`src/rtl/wcpd_pkg.sv`:
```
package wcpd_pkg;

  // Echo to distance: d = (us * 281) >> 10, in 1/16 cm.
  localparam logic [8:0]  DIST_SCALE      = 9'd281;
  localparam logic [15:0] ECHO_TIMEOUT_US = 16'd10000;
  localparam logic [11:0] DIST_TIMEOUT    = 12'd2400;

  // Serial multiplier: one multiplier bit per cycle.
  localparam int MUL_STEPS = 9;
  localparam int MUL_CNT_W = $clog2(MUL_STEPS + 1);

  localparam logic signed [15:0] ERR_MAX = 16'sd2047;
  localparam logic signed [15:0] ERR_MIN = -16'sd2048;

  // Pivot exit margin in cm.
  localparam logic [8:0] PIVOT_HYST_CM = 9'd10;

  // Register indexes.
  localparam logic [2:0] REG_PROP_GAIN    = 3'd0;
  localparam logic [2:0] REG_DERIV_GAIN   = 3'd1;
  localparam logic [2:0] REG_CRUISE_SPEED = 3'd2;
  localparam logic [2:0] REG_FLOOR_SPEED  = 3'd3;
  localparam logic [2:0] REG_CEIL_SPEED   = 3'd4;
  localparam logic [2:0] REG_FRONT_LIMIT  = 3'd5;
  localparam logic [2:0] REG_WALL_LIMIT   = 3'd6;
  localparam logic [2:0] REG_SIDE_TARGET  = 3'd7;

  localparam logic [7:0] RST_PROP_GAIN    = 8'd104;
  localparam logic [7:0] RST_DERIV_GAIN   = 8'd51;
  localparam logic [7:0] RST_CRUISE_SPEED = 8'd220;
  localparam logic [7:0] RST_FLOOR_SPEED  = 8'd100;
  localparam logic [7:0] RST_CEIL_SPEED   = 8'd255;
  localparam logic [7:0] RST_FRONT_LIMIT  = 8'd25;
  localparam logic [7:0] RST_WALL_LIMIT   = 8'd60;
  localparam logic [7:0] RST_SIDE_TARGET  = 8'd20;

  typedef enum logic [3:0] {
    ST_IDLE,
    ST_FRONT,
    ST_LEFT,
    ST_RIGHT,
    ST_DECIDE,
    ST_ERROR,
    ST_PROP,
    ST_DERIV,
    ST_WHEEL,
    ST_LOAD
  } state_t;

  typedef struct packed {
    logic               start;
    logic signed [14:0] mcand;
    logic [8:0]         mplier;
  } mul_req_t;

  typedef struct packed {
    logic               done;
    logic signed [23:0] product;
  } mul_rsp_t;

endpackage

```
`src/rtl/wcpd_echo_if.sv`:
```
interface wcpd_echo_if;
  logic        valid;
  logic        ready;
  logic [13:0] front_echo_us;
  logic [13:0] left_echo_us;
  logic [13:0] right_echo_us;

  modport source (
    output valid, front_echo_us, left_echo_us, right_echo_us,
    input  ready
  );
  modport sink (
    input  valid, front_echo_us, left_echo_us, right_echo_us,
    output ready
  );
endinterface

```
`src/rtl/wcpd_drive_if.sv`:
```
interface wcpd_drive_if;
  logic       valid;
  logic       ready;
  logic [7:0] left_speed;
  logic [7:0] right_speed;
  logic       left_forward;
  logic       right_forward;
  logic       in_pivot;

  modport source (
    output valid, left_speed, right_speed, left_forward, right_forward, in_pivot,
    input  ready
  );
  modport sink (
    input  valid, left_speed, right_speed, left_forward, right_forward, in_pivot,
    output ready
  );
endinterface

```
`src/rtl/wcpd_serial_mul.sv`:
```
// Shift-add multiplier: signed multiplicand, unsigned multiplier, one
// multiplier bit per cycle. done rises together with the last step's sum in acc.
module wcpd_serial_mul (
  input  logic               clk,
  input  logic               rst,
  input  wcpd_pkg::mul_req_t req,
  output wcpd_pkg::mul_rsp_t rsp
);

  logic signed [23:0] mc;
  logic [8:0]         mp;
  logic signed [23:0] acc;
  logic [wcpd_pkg::MUL_CNT_W-1:0] cnt;
  logic               done;

  always_ff @(posedge clk) begin
    if (rst) begin
      cnt  <= '0;
      done <= 1'b0;
    end else if (req.start) begin
      cnt  <= wcpd_pkg::MUL_CNT_W'(wcpd_pkg::MUL_STEPS);
      done <= 1'b0;
    end else if (cnt != '0) begin
      cnt  <= cnt - 1'b1;
      done <= (cnt == wcpd_pkg::MUL_CNT_W'(1));
    end else begin
      done <= 1'b0;
    end
  end

  always_ff @(posedge clk) begin
    if (req.start) begin
      mc  <= {{9{req.mcand[14]}}, req.mcand};
      mp  <= req.mplier;
      acc <= '0;
    end else if (cnt != '0) begin
      if (mp[0]) begin
        acc <= acc + mc;
      end
      mc <= mc <<< 1;
      mp <= mp >> 1;
    end
  end

  assign rsp.done    = done;
  assign rsp.product = acc;

endmodule

```
`src/rtl/wall_centering_pd_steering.sv`:
```
// Channel  Modport               Carries
// echo     wcpd_echo_if.sink     front/left/right echo times, us, 14 bits each
// drive    wcpd_drive_if.source  left/right PWM, direction bits, pivot flag
// apb      psel..pready          eight 8-bit registers at byte address 4*i
//
// One request at a time; each product takes a pass through one shared
// 9-step bit-serial multiplier: three echo scalings, plus P and D when steering.
// Reset (rst, synchronous) restores register defaults and clears the error
// history and pivot state. A result still held in the output register stalls
// only the final load, until drive.ready.
module wall_centering_pd_steering (
  input  logic                clk,
  input  logic                rst,
  wcpd_echo_if.sink           echo,
  wcpd_drive_if.source        drive,
  input  logic                psel,
  input  logic                penable,
  input  logic                pwrite,
  input  logic [4:0]          paddr,
  input  logic [31:0]         pwdata,
  output logic [31:0]         prdata,
  output logic                pready
);

  logic [7:0] prop_gain, deriv_gain, cruise_speed, floor_speed;
  logic [7:0] ceiling_speed, front_limit_cm, wall_limit_cm, side_target_cm;

  wcpd_pkg::state_t state, state_next;
  wcpd_pkg::mul_req_t mul_req;
  wcpd_pkg::mul_rsp_t mul_rsp;

  logic [13:0] front_us, left_us, right_us;
  logic [11:0] f_dist, l_dist, r_dist;
  logic signed [11:0] prev_err, err;
  logic signed [12:0] diff;
  logic               diff_scale;
  logic               pivot_active, pivot_to_left, do_pivot;
  logic signed [23:0] psum;
  logic signed [16:0] left_v, right_v;

  logic signed [11:0] err_next;
  logic signed [12:0] err_delta;
  logic               load_ok;

  logic       out_valid;
  logic [7:0] out_left_speed, out_right_speed;
  logic       out_left_fwd, out_right_fwd, out_pivot;

  wcpd_serial_mul u_mul (
    .clk (clk),
    .rst (rst),
    .req (mul_req),
    .rsp (mul_rsp)
  );

  function automatic logic [11:0] echo_dist(input logic [13:0] us,
                                            input logic [23:0] prod);
    if (us == 14'd0 || {2'b00, us} > wcpd_pkg::ECHO_TIMEOUT_US) begin
      return wcpd_pkg::DIST_TIMEOUT;
    end
    return prod[21:10];
  endfunction

  function automatic logic [7:0] clamp_pwm(input logic signed [16:0] v,
                                           input logic [7:0] lo,
                                           input logic [7:0] hi);
    if (v < $signed({9'b0, lo})) begin
      return lo;
    end
    if (v > $signed({9'b0, hi})) begin
      return hi;
    end
    return v[7:0];
  endfunction

  // Configuration port
  assign pready = 1'b1;

  always_ff @(posedge clk) begin
    if (rst) begin
      prop_gain      <= wcpd_pkg::RST_PROP_GAIN;
      deriv_gain     <= wcpd_pkg::RST_DERIV_GAIN;
      cruise_speed   <= wcpd_pkg::RST_CRUISE_SPEED;
      floor_speed    <= wcpd_pkg::RST_FLOOR_SPEED;
      ceiling_speed  <= wcpd_pkg::RST_CEIL_SPEED;
      front_limit_cm <= wcpd_pkg::RST_FRONT_LIMIT;
      wall_limit_cm  <= wcpd_pkg::RST_WALL_LIMIT;
      side_target_cm <= wcpd_pkg::RST_SIDE_TARGET;
    end else if (psel && penable && pwrite) begin
      case (paddr[4:2])
        wcpd_pkg::REG_PROP_GAIN:    prop_gain      <= pwdata[7:0];
        wcpd_pkg::REG_DERIV_GAIN:   deriv_gain     <= pwdata[7:0];
        wcpd_pkg::REG_CRUISE_SPEED: cruise_speed   <= pwdata[7:0];
        wcpd_pkg::REG_FLOOR_SPEED:  floor_speed    <= pwdata[7:0];
        wcpd_pkg::REG_CEIL_SPEED:   ceiling_speed  <= pwdata[7:0];
        wcpd_pkg::REG_FRONT_LIMIT:  front_limit_cm <= pwdata[7:0];
        wcpd_pkg::REG_WALL_LIMIT:   wall_limit_cm  <= pwdata[7:0];
        wcpd_pkg::REG_SIDE_TARGET:  side_target_cm <= pwdata[7:0];
        default: ;
      endcase
    end
  end

  always_comb begin
    case (paddr[4:2])
      wcpd_pkg::REG_PROP_GAIN:    prdata = {24'b0, prop_gain};
      wcpd_pkg::REG_DERIV_GAIN:   prdata = {24'b0, deriv_gain};
      wcpd_pkg::REG_CRUISE_SPEED: prdata = {24'b0, cruise_speed};
      wcpd_pkg::REG_FLOOR_SPEED:  prdata = {24'b0, floor_speed};
      wcpd_pkg::REG_CEIL_SPEED:   prdata = {24'b0, ceiling_speed};
      wcpd_pkg::REG_FRONT_LIMIT:  prdata = {24'b0, front_limit_cm};
      wcpd_pkg::REG_WALL_LIMIT:   prdata = {24'b0, wall_limit_cm};
      wcpd_pkg::REG_SIDE_TARGET:  prdata = {24'b0, side_target_cm};
      default:                    prdata = 32'b0;
    endcase
  end

  // Error: plain wall difference, or 1.5x offset from target, saturated.
  always_comb begin
    logic signed [15:0] d16;
    logic signed [15:0] s;
    d16 = {{3{diff[12]}}, diff};
    s   = diff_scale ? ((d16 + (d16 <<< 1)) >>> 1) : d16;
    if (s > wcpd_pkg::ERR_MAX) begin
      err_next = wcpd_pkg::ERR_MAX[11:0];
    end else if (s < wcpd_pkg::ERR_MIN) begin
      err_next = wcpd_pkg::ERR_MIN[11:0];
    end else begin
      err_next = s[11:0];
    end
  end

  assign err_delta = {err[11], err} - {prev_err[11], prev_err};
  assign load_ok   = !out_valid || drive.ready;

  // Next state
  always_comb begin
    state_next = state;
    case (state)
      wcpd_pkg::ST_IDLE:   if (echo.valid) state_next = wcpd_pkg::ST_FRONT;
      wcpd_pkg::ST_FRONT:  if (mul_rsp.done) state_next = wcpd_pkg::ST_LEFT;
      wcpd_pkg::ST_LEFT:   if (mul_rsp.done) state_next = wcpd_pkg::ST_RIGHT;
      wcpd_pkg::ST_RIGHT:  if (mul_rsp.done) state_next = wcpd_pkg::ST_DECIDE;
      wcpd_pkg::ST_DECIDE: begin
        if (pivot_active ||
            (f_dist != 12'd0 && f_dist < {front_limit_cm, 4'b0000})) begin
          state_next = wcpd_pkg::ST_LOAD;
        end else begin
          state_next = wcpd_pkg::ST_ERROR;
        end
      end
      wcpd_pkg::ST_ERROR:  state_next = wcpd_pkg::ST_PROP;
      wcpd_pkg::ST_PROP:   if (mul_rsp.done) state_next = wcpd_pkg::ST_DERIV;
      wcpd_pkg::ST_DERIV:  if (mul_rsp.done) state_next = wcpd_pkg::ST_WHEEL;
      wcpd_pkg::ST_WHEEL:  state_next = wcpd_pkg::ST_LOAD;
      wcpd_pkg::ST_LOAD:   if (load_ok) state_next = wcpd_pkg::ST_IDLE;
      default:             state_next = wcpd_pkg::ST_IDLE;
    endcase
  end

  // Outputs of the sequencer: handshake and multiplier requests
  always_comb begin
    echo.ready     = 1'b0;
    mul_req.start  = 1'b0;
    mul_req.mcand  = '0;
    mul_req.mplier = '0;
    case (state)
      wcpd_pkg::ST_IDLE: begin
        echo.ready     = 1'b1;
        mul_req.start  = echo.valid;
        mul_req.mcand  = {1'b0, echo.front_echo_us};
        mul_req.mplier = wcpd_pkg::DIST_SCALE;
      end
      wcpd_pkg::ST_FRONT: begin
        mul_req.start  = mul_rsp.done;
        mul_req.mcand  = {1'b0, left_us};
        mul_req.mplier = wcpd_pkg::DIST_SCALE;
      end
      wcpd_pkg::ST_LEFT: begin
        mul_req.start  = mul_rsp.done;
        mul_req.mcand  = {1'b0, right_us};
        mul_req.mplier = wcpd_pkg::DIST_SCALE;
      end
      wcpd_pkg::ST_ERROR: begin
        mul_req.start  = 1'b1;
        mul_req.mcand  = {{3{err_next[11]}}, err_next};
        mul_req.mplier = {1'b0, prop_gain};
      end
      wcpd_pkg::ST_PROP: begin
        mul_req.start  = mul_rsp.done;
        mul_req.mcand  = {{2{err_delta[12]}}, err_delta};
        mul_req.mplier = {1'b0, deriv_gain};
      end
      default: ;
    endcase
  end

  always_ff @(posedge clk) begin
    if (rst) begin
      state <= wcpd_pkg::ST_IDLE;
    end else begin
      state <= state_next;
    end
  end

  // Control state
  always_ff @(posedge clk) begin
    if (rst) begin
      prev_err      <= '0;
      pivot_active  <= 1'b0;
      pivot_to_left <= 1'b0;
    end else begin
      if (state == wcpd_pkg::ST_DECIDE) begin
        if (pivot_active) begin
          if ({1'b0, f_dist} >= {({1'b0, front_limit_cm} + wcpd_pkg::PIVOT_HYST_CM), 4'b0000}
              ) begin
            pivot_active <= 1'b0;
          end
        end else if (f_dist != 12'd0 && f_dist < {front_limit_cm, 4'b0000}) begin
          pivot_active  <= 1'b1;
          pivot_to_left <= l_dist > r_dist;
        end
      end
      if (state == wcpd_pkg::ST_PROP && mul_rsp.done) begin
        prev_err <= err;
      end
    end
  end

  // Datapath
  always_ff @(posedge clk) begin
    logic [11:0] wall_lim;
    logic [11:0] tgt;
    logic        lw, rw;
    logic signed [15:0] q;
    logic signed [16:0] a, b;
    logic        rnz;
    wall_lim = {wall_limit_cm, 4'b0000};
    tgt      = {side_target_cm, 4'b0000};
    lw       = l_dist != 12'd0 && l_dist < wall_lim;
    rw       = r_dist != 12'd0 && r_dist < wall_lim;
    q        = psum[23:8];
    rnz      = psum[7:0] != 8'd0;
    a        = $signed({9'b0, cruise_speed}) - {q[15], q};
    b        = $signed({9'b0, cruise_speed}) + {q[15], q};

    if (state == wcpd_pkg::ST_IDLE && echo.valid) begin
      front_us <= echo.front_echo_us;
      left_us  <= echo.left_echo_us;
      right_us <= echo.right_echo_us;
    end
    if (state == wcpd_pkg::ST_FRONT && mul_rsp.done) begin
      f_dist <= echo_dist(front_us, mul_rsp.product);
    end
    if (state == wcpd_pkg::ST_LEFT && mul_rsp.done) begin
      l_dist <= echo_dist(left_us, mul_rsp.product);
    end
    if (state == wcpd_pkg::ST_RIGHT && mul_rsp.done) begin
      r_dist <= echo_dist(right_us, mul_rsp.product);
    end
    if (state == wcpd_pkg::ST_DECIDE) begin
      do_pivot   <= state_next == wcpd_pkg::ST_LOAD;
      diff_scale <= !(lw && rw) && (lw || rw);
      if (lw && rw) begin
        diff <= {1'b0, l_dist} - {1'b0, r_dist};
      end else if (lw) begin
        diff <= {1'b0, l_dist} - {1'b0, tgt};
      end else if (rw) begin
        diff <= {1'b0, tgt} - {1'b0, r_dist};
      end else begin
        diff <= '0;
      end
    end
    if (state == wcpd_pkg::ST_ERROR) begin
      err <= err_next;
    end
    if (state == wcpd_pkg::ST_PROP && mul_rsp.done) begin
      psum <= mul_rsp.product;
    end
    if (state == wcpd_pkg::ST_DERIV && mul_rsp.done) begin
      psum <= psum + mul_rsp.product;
    end
    // Truncate toward zero: a nonzero fraction moves the quotient toward 0.
    if (state == wcpd_pkg::ST_WHEEL) begin
      left_v  <= (rnz && a > 17'sd0) ? a - 17'sd1 : a;
      right_v <= (rnz && b < 17'sd0) ? b + 17'sd1 : b;
    end
  end

  // Output register
  always_ff @(posedge clk) begin
    if (rst) begin
      out_valid <= 1'b0;
    end else if (state == wcpd_pkg::ST_LOAD && load_ok) begin
      out_valid <= 1'b1;
    end else if (drive.ready) begin
      out_valid <= 1'b0;
    end
  end

  always_ff @(posedge clk) begin
    if (state == wcpd_pkg::ST_LOAD && load_ok) begin
      if (do_pivot) begin
        out_left_speed  <= ceiling_speed;
        out_right_speed <= ceiling_speed;
        out_left_fwd    <= !pivot_to_left;
        out_right_fwd   <= pivot_to_left;
        out_pivot       <= pivot_active;
      end else begin
        out_left_speed  <= clamp_pwm(left_v, floor_speed, ceiling_speed);
        out_right_speed <= clamp_pwm(right_v, floor_speed, ceiling_speed);
        out_left_fwd    <= 1'b1;
        out_right_fwd   <= 1'b1;
        out_pivot       <= 1'b0;
      end
    end
  end

  assign drive.valid         = out_valid;
  assign drive.left_speed    = out_left_speed;
  assign drive.right_speed   = out_right_speed;
  assign drive.left_forward  = out_left_fwd;
  assign drive.right_forward = out_right_fwd;
  assign drive.in_pivot      = out_pivot;

endmodule

```
`src/flat_wrapper.sv`:
```
// flat-port wrapper written by rule: the top's interface ports become plain ports
module wall_centering_pd_steering_flat 
  (clk, rst, psel, penable, pwrite, paddr, pwdata, prdata, pready, echo_valid, echo_front_echo_us, echo_left_echo_us, echo_right_echo_us, echo_ready, drive_valid, drive_left_speed, drive_right_speed, drive_left_forward, drive_right_forward, drive_in_pivot, drive_ready);
  wcpd_echo_if echo_i ();
  wcpd_drive_if drive_i ();
  input  logic clk;
  input  logic rst;
  input  logic psel;
  input  logic penable;
  input  logic pwrite;
  input  logic [4:0] paddr;
  input  logic [31:0] pwdata;
  output logic [31:0] prdata;
  output logic pready;
  input wire logic [$bits(echo_i.valid)-1:0] echo_valid;
  input wire logic [$bits(echo_i.front_echo_us)-1:0] echo_front_echo_us;
  input wire logic [$bits(echo_i.left_echo_us)-1:0] echo_left_echo_us;
  input wire logic [$bits(echo_i.right_echo_us)-1:0] echo_right_echo_us;
  output wire logic [$bits(echo_i.ready)-1:0] echo_ready;
  output wire logic [$bits(drive_i.valid)-1:0] drive_valid;
  output wire logic [$bits(drive_i.left_speed)-1:0] drive_left_speed;
  output wire logic [$bits(drive_i.right_speed)-1:0] drive_right_speed;
  output wire logic [$bits(drive_i.left_forward)-1:0] drive_left_forward;
  output wire logic [$bits(drive_i.right_forward)-1:0] drive_right_forward;
  output wire logic [$bits(drive_i.in_pivot)-1:0] drive_in_pivot;
  input wire logic [$bits(drive_i.ready)-1:0] drive_ready;
  assign echo_i.valid = echo_valid;
  assign echo_i.front_echo_us = echo_front_echo_us;
  assign echo_i.left_echo_us = echo_left_echo_us;
  assign echo_i.right_echo_us = echo_right_echo_us;
  assign echo_ready = echo_i.ready;
  assign drive_valid = drive_i.valid;
  assign drive_left_speed = drive_i.left_speed;
  assign drive_right_speed = drive_i.right_speed;
  assign drive_left_forward = drive_i.left_forward;
  assign drive_right_forward = drive_i.right_forward;
  assign drive_in_pivot = drive_i.in_pivot;
  assign drive_i.ready = drive_ready;
  wall_centering_pd_steering u_core (.clk(clk), .rst(rst), .echo(echo_i), .drive(drive_i), .psel(psel), .penable(penable), .pwrite(pwrite), .paddr(paddr), .pwdata(pwdata), .prdata(prdata), .pready(pready));
endmodule
```
`config.mk`:
```
export PLATFORM = sky130hd
export DESIGN_NAME = wall_centering_pd_steering_flat
export DESIGN_NICKNAME = d
export VERILOG_FILES = /design/src/rtl/wcpd_pkg.sv /design/src/rtl/wcpd_echo_if.sv /design/src/rtl/wcpd_drive_if.sv /design/src/rtl/wcpd_serial_mul.sv /design/src/rtl/wall_centering_pd_steering.sv /design/src/flat_wrapper.sv
export SDC_FILE = /design/constraint.sdc
export NUM_CORES = 1
export LEC_CHECK = 0
export ABC_AREA = 1
export BUFFER_PORTS_ARGS = -buffer_cell sky130_fd_sc_hd__buf_4
export CAP_MARGIN = 25
export CORE_UTILIZATION = 40
export DETAILED_ROUTE_END_ITERATION = 10
export GPL_ROUTABILITY_DRIVEN = 1
export PLACE_DENSITY = 0.62
export SLEW_MARGIN = 0
export SYNTH_ARGS = -nofsm -noshare
export SYNTH_HDL_FRONTEND = slang
export SYNTH_SLANG_ARGS = --single-unit
export TNS_END_PERCENT = 20
```
`constraint.sdc`:
```
create_clock -name clk -period 5.3 [get_ports clk]
set_clock_uncertainty 0.15 [all_clocks]
set_input_delay 0.53 -clock clk [delete_from_list [all_inputs] [get_ports clk]]
set_output_delay 0.53 -clock clk [all_outputs]
set_load 0.01 [all_outputs]
```
==> out/metrics.yaml <==
p_clk_share_pct: 32.7
fin_ws_ns: 1.86
cp.depth: 11
path_clk_slew_ns: 0.06
yosys.area_share.adder_pct: 10.5
netlist_area_mm2: 0.0231
yosysTopAreaCell: "edfxtp_1"
arrival_ns: 3.75
viasPerCell: 5.23
area_growth_pct: 13.6
rsz0062_at_grt: "no"
gr-usage-all-layers_pct: 22.5
outcome: "completed"
holdPathEnd: "u_core.front_us[1]"
peakVddDrop_mv: 0.204
gp_congestion: 0.911
placementRows: 87
crit_slowest_cell: "nor2_1"
hpwl_mm: 51.6
worst_pin_slew_ns: 0.859
path_max_fanout: 25
cp-end-kind: "register"
synth_area_per_cell_um2: 7.52
path_delay_family: "simple AND/OR/NAND/NOR gates"
finalCritPeriodShare_pct: 64.9
die_h_um: 242
swShare_pct: 34.4
crit_chain: "nor2_2 -> inv_2 -> nor2_1 -> inv_1 -> o21ai_1 -> nor2_2 -> nand2_1 -> buf_4 -> nor2_1 -> o21ai_0 -> inv_1"
ff2ff_path_depth: 11
vias: 20800
switchingPower_uw: 2920
fin_crit_ns: 3.44
portBuffers: 88
yosys-top-cells-area: "edfxtp_1, nand2_1, ha_1"
slew-limit-headroom_pct: 42.5
clkLatencyLatePin_ns: 0.57
synth_seq_area_share_pct: 37.6
overflow: 0
ant_nets: 0
ys_ff_latch: 327
wirelength_mm: 66.8
grt_antenna_before_repair: 0
yosys.area_share.simple_pct: 25.9
synth_edf_count: 215
synth_cells: 3073
die_area_mm2: 0.0587
drive_gt1_share_pct: 7.40
tns_ns: 0
drc: 0
cts_buffers: 38
core-area_mm2: 0.0567
synth_compound_area_share_pct: 14.2
cts_buffer_depth: 3
critPathMaxStageDelay_ns: 0.67
die_w_um: 242
critPathKind: "register to register"
yosysWarningCount: 0
firstDrtPassIters: 7
place_ws_ns: 1.82
cts_htree_levels: 2
initial_core_util_pct: 40.8
timing.rr.end: "u_core.u_mul.cnt[0]"
final-setup-viol-count: 0
synthMuxAreaShare_pct: 0
cts-root-buf: "clkbuf_16"
async_reset_ff_share_pct: 0
yosysMostFrequentCell: "nand2_1"
p_leak_uw: 0.0119
min-delay-path-class: "input port to register"
power.internal_uw: 5570
crit_buf_inv: 4
nNetsFinal: 3475
n_fill_cell: 5661
ys_types: 60
start_kind: "register"
io_pins: 140
worstHoldStart: "echo_front_echo_us[1]"
pwr_density_cell_mw_per_mm2: 323
grt_max_degree: 63
worstReg2RegStart: "u_core.state[2]"
seqPwrFrac_pct: 38.7
cap_violations: 0
drt_iter0_drc: 2036
hold_viol: 0
tritoncts: "yes"
synthTopCellsByCount: "nand2_1, inv_1, nor2_1"
synth_top_family_by_area: "simple AND/OR/NAND/NOR gates"
ff2ff_setup_slack_ns: 1.86
cts.sinks: 327
ys.flop_type: "edfxtp_1"
min_path_cells: 1
synth-xor-area-share_pct: 2.91
antenna_cells: 0
wl_per_cell_um: 16.7
required_ns: 5.61
synth_top_area_share_pct: 27.9
combPwrFrac_pct: 28.5
grt_pass1_wl_mm: 106
fmax_mhz: 291
drv_slew: 0
grt_pass1_vias: 19100
==> worst max path at each step <==
stage,from,end,slack (ns)
after floorplan,u_core.state[1],u_core.do_pivot,1.48
after global placement,u_core.state[2],u_core.u_mul.cnt[0],1.93
after detailed placement,u_core.state[2],u_core.u_mul.cnt[0],1.82
after CTS,u_core.state[2],u_core.do_pivot,1.84
after global routing,u_core.state[3],u_core.u_mul.cnt[0],1.53
final,u_core.state[2],u_core.u_mul.cnt[0],1.86
==> power groups by stage <==
stage | Clock, uW | Sequential, uW | Combinational (uW)
6_report | 2780 | 3290 | 2420
2_1_floorplan | 0 | 3200 | 1810
4_1_cts | 2830 | 3280 | 2400
5_1_grt | 2930 | 3300 | 2750
3_3_place_gp | 0 | 3330 | 2340
3_5_place_dp | 0 | 3330 | 2370
==> layout make-up <==
type	count	area (um^2)	area share [%]
Sequential cell	327	8700	33.1
Clock buffer	49	1090	4.17
Tap cell	756	946	3.60
Timing Repair Buffer	145	1210	4.62
Clock inverter	21	244	0.929
Multi-Input combinational cell	2271	12500	47.6
Inverter	417	1570	5.96
==> per-stage QoR <==
step	hold slack, ns	instances	power (uW)	util, %	cell area [um^2]
6_report	0.0228	3986	8490	46.3	26300
5_1_grt	0.00169	3986	8990	46.3	26300
4_1_cts	0.000655	3984	8520	46.2	26200
3_5_place_dp	0.306	3874	5700	43.2	24500
3_3_place_gp	0.300	3873	5680	43.1	24500
2_1_floorplan	0.283	3096	5010	-	23200
==> flip-flops by register name, summed over array words and instances (netlist names), 9 cells and up <==
signal and flops:
u_core.l_dist 12, u_core.psum 24, u_core.u_mul.mp 9, u_core.left_us 14
u_core.front_us 14, u_core.r_dist 12, u_core.left_v 17, u_core.diff 13
u_core.f_dist 12, u_core.u_mul.mc 24, u_core.right_us 14, u_core.right_v 17
u_core.u_mul.acc 24, u_core.prev_err 12, u_core.err 12
==> kinds of logic after synthesis <==
kind of cell               count (synthesis)
AOI/OAI and AO/OA                        586
xor gates and xnor gates                  76
adders and majority gates                189
buffers and inverters                    498
DFF                                      327
other                                      2
and+or+nand+nor                         1395
==> worst register-to-register path, delay by kind of cell, from the launching register on <==
| kind | cells | cell delay, ns |
|---|---|---|
| AND/OR/NAND/NOR | 5 | 1.57 |
| buffers and inverters | 4 | 0.90 |
| AO/OA/AOI/OAI | 2 | 0.38 |
| flip-flops | 1 | 0.36 |
==> cells in the final DEF (no fill, tap or decap), types with 26 or more instances in the layout <==
master,instances
dlygate4sd3_1,40
nand2_1,759
xor2_1,51
clkbuf_16,40
a21oi_1,248
ha_1,181
nand4_1,63
inv_1,402
dfxtp_1,112
o21ai_0,195
nor4_1,26
nand3_1,176
buf_4,103
edfxtp_1,215
nor3_1,43
nor2_1,258
==> repair_timing <==
action / in CTS / in global routing
hold buffers: 40 / 0
setup buffers: 0 / 0
endpoints found under the hold margin: 40 / 0
resized for setup: 0 / 0
==> metal layers <==
layer	share of wire, %	track usage [%]
met5	0	0
met2	44	35.3
met4	1.8	4.78
met3	5.3	2.58
met1	48	33.1
No activity file was read; power rests on OpenSTA's default activity.
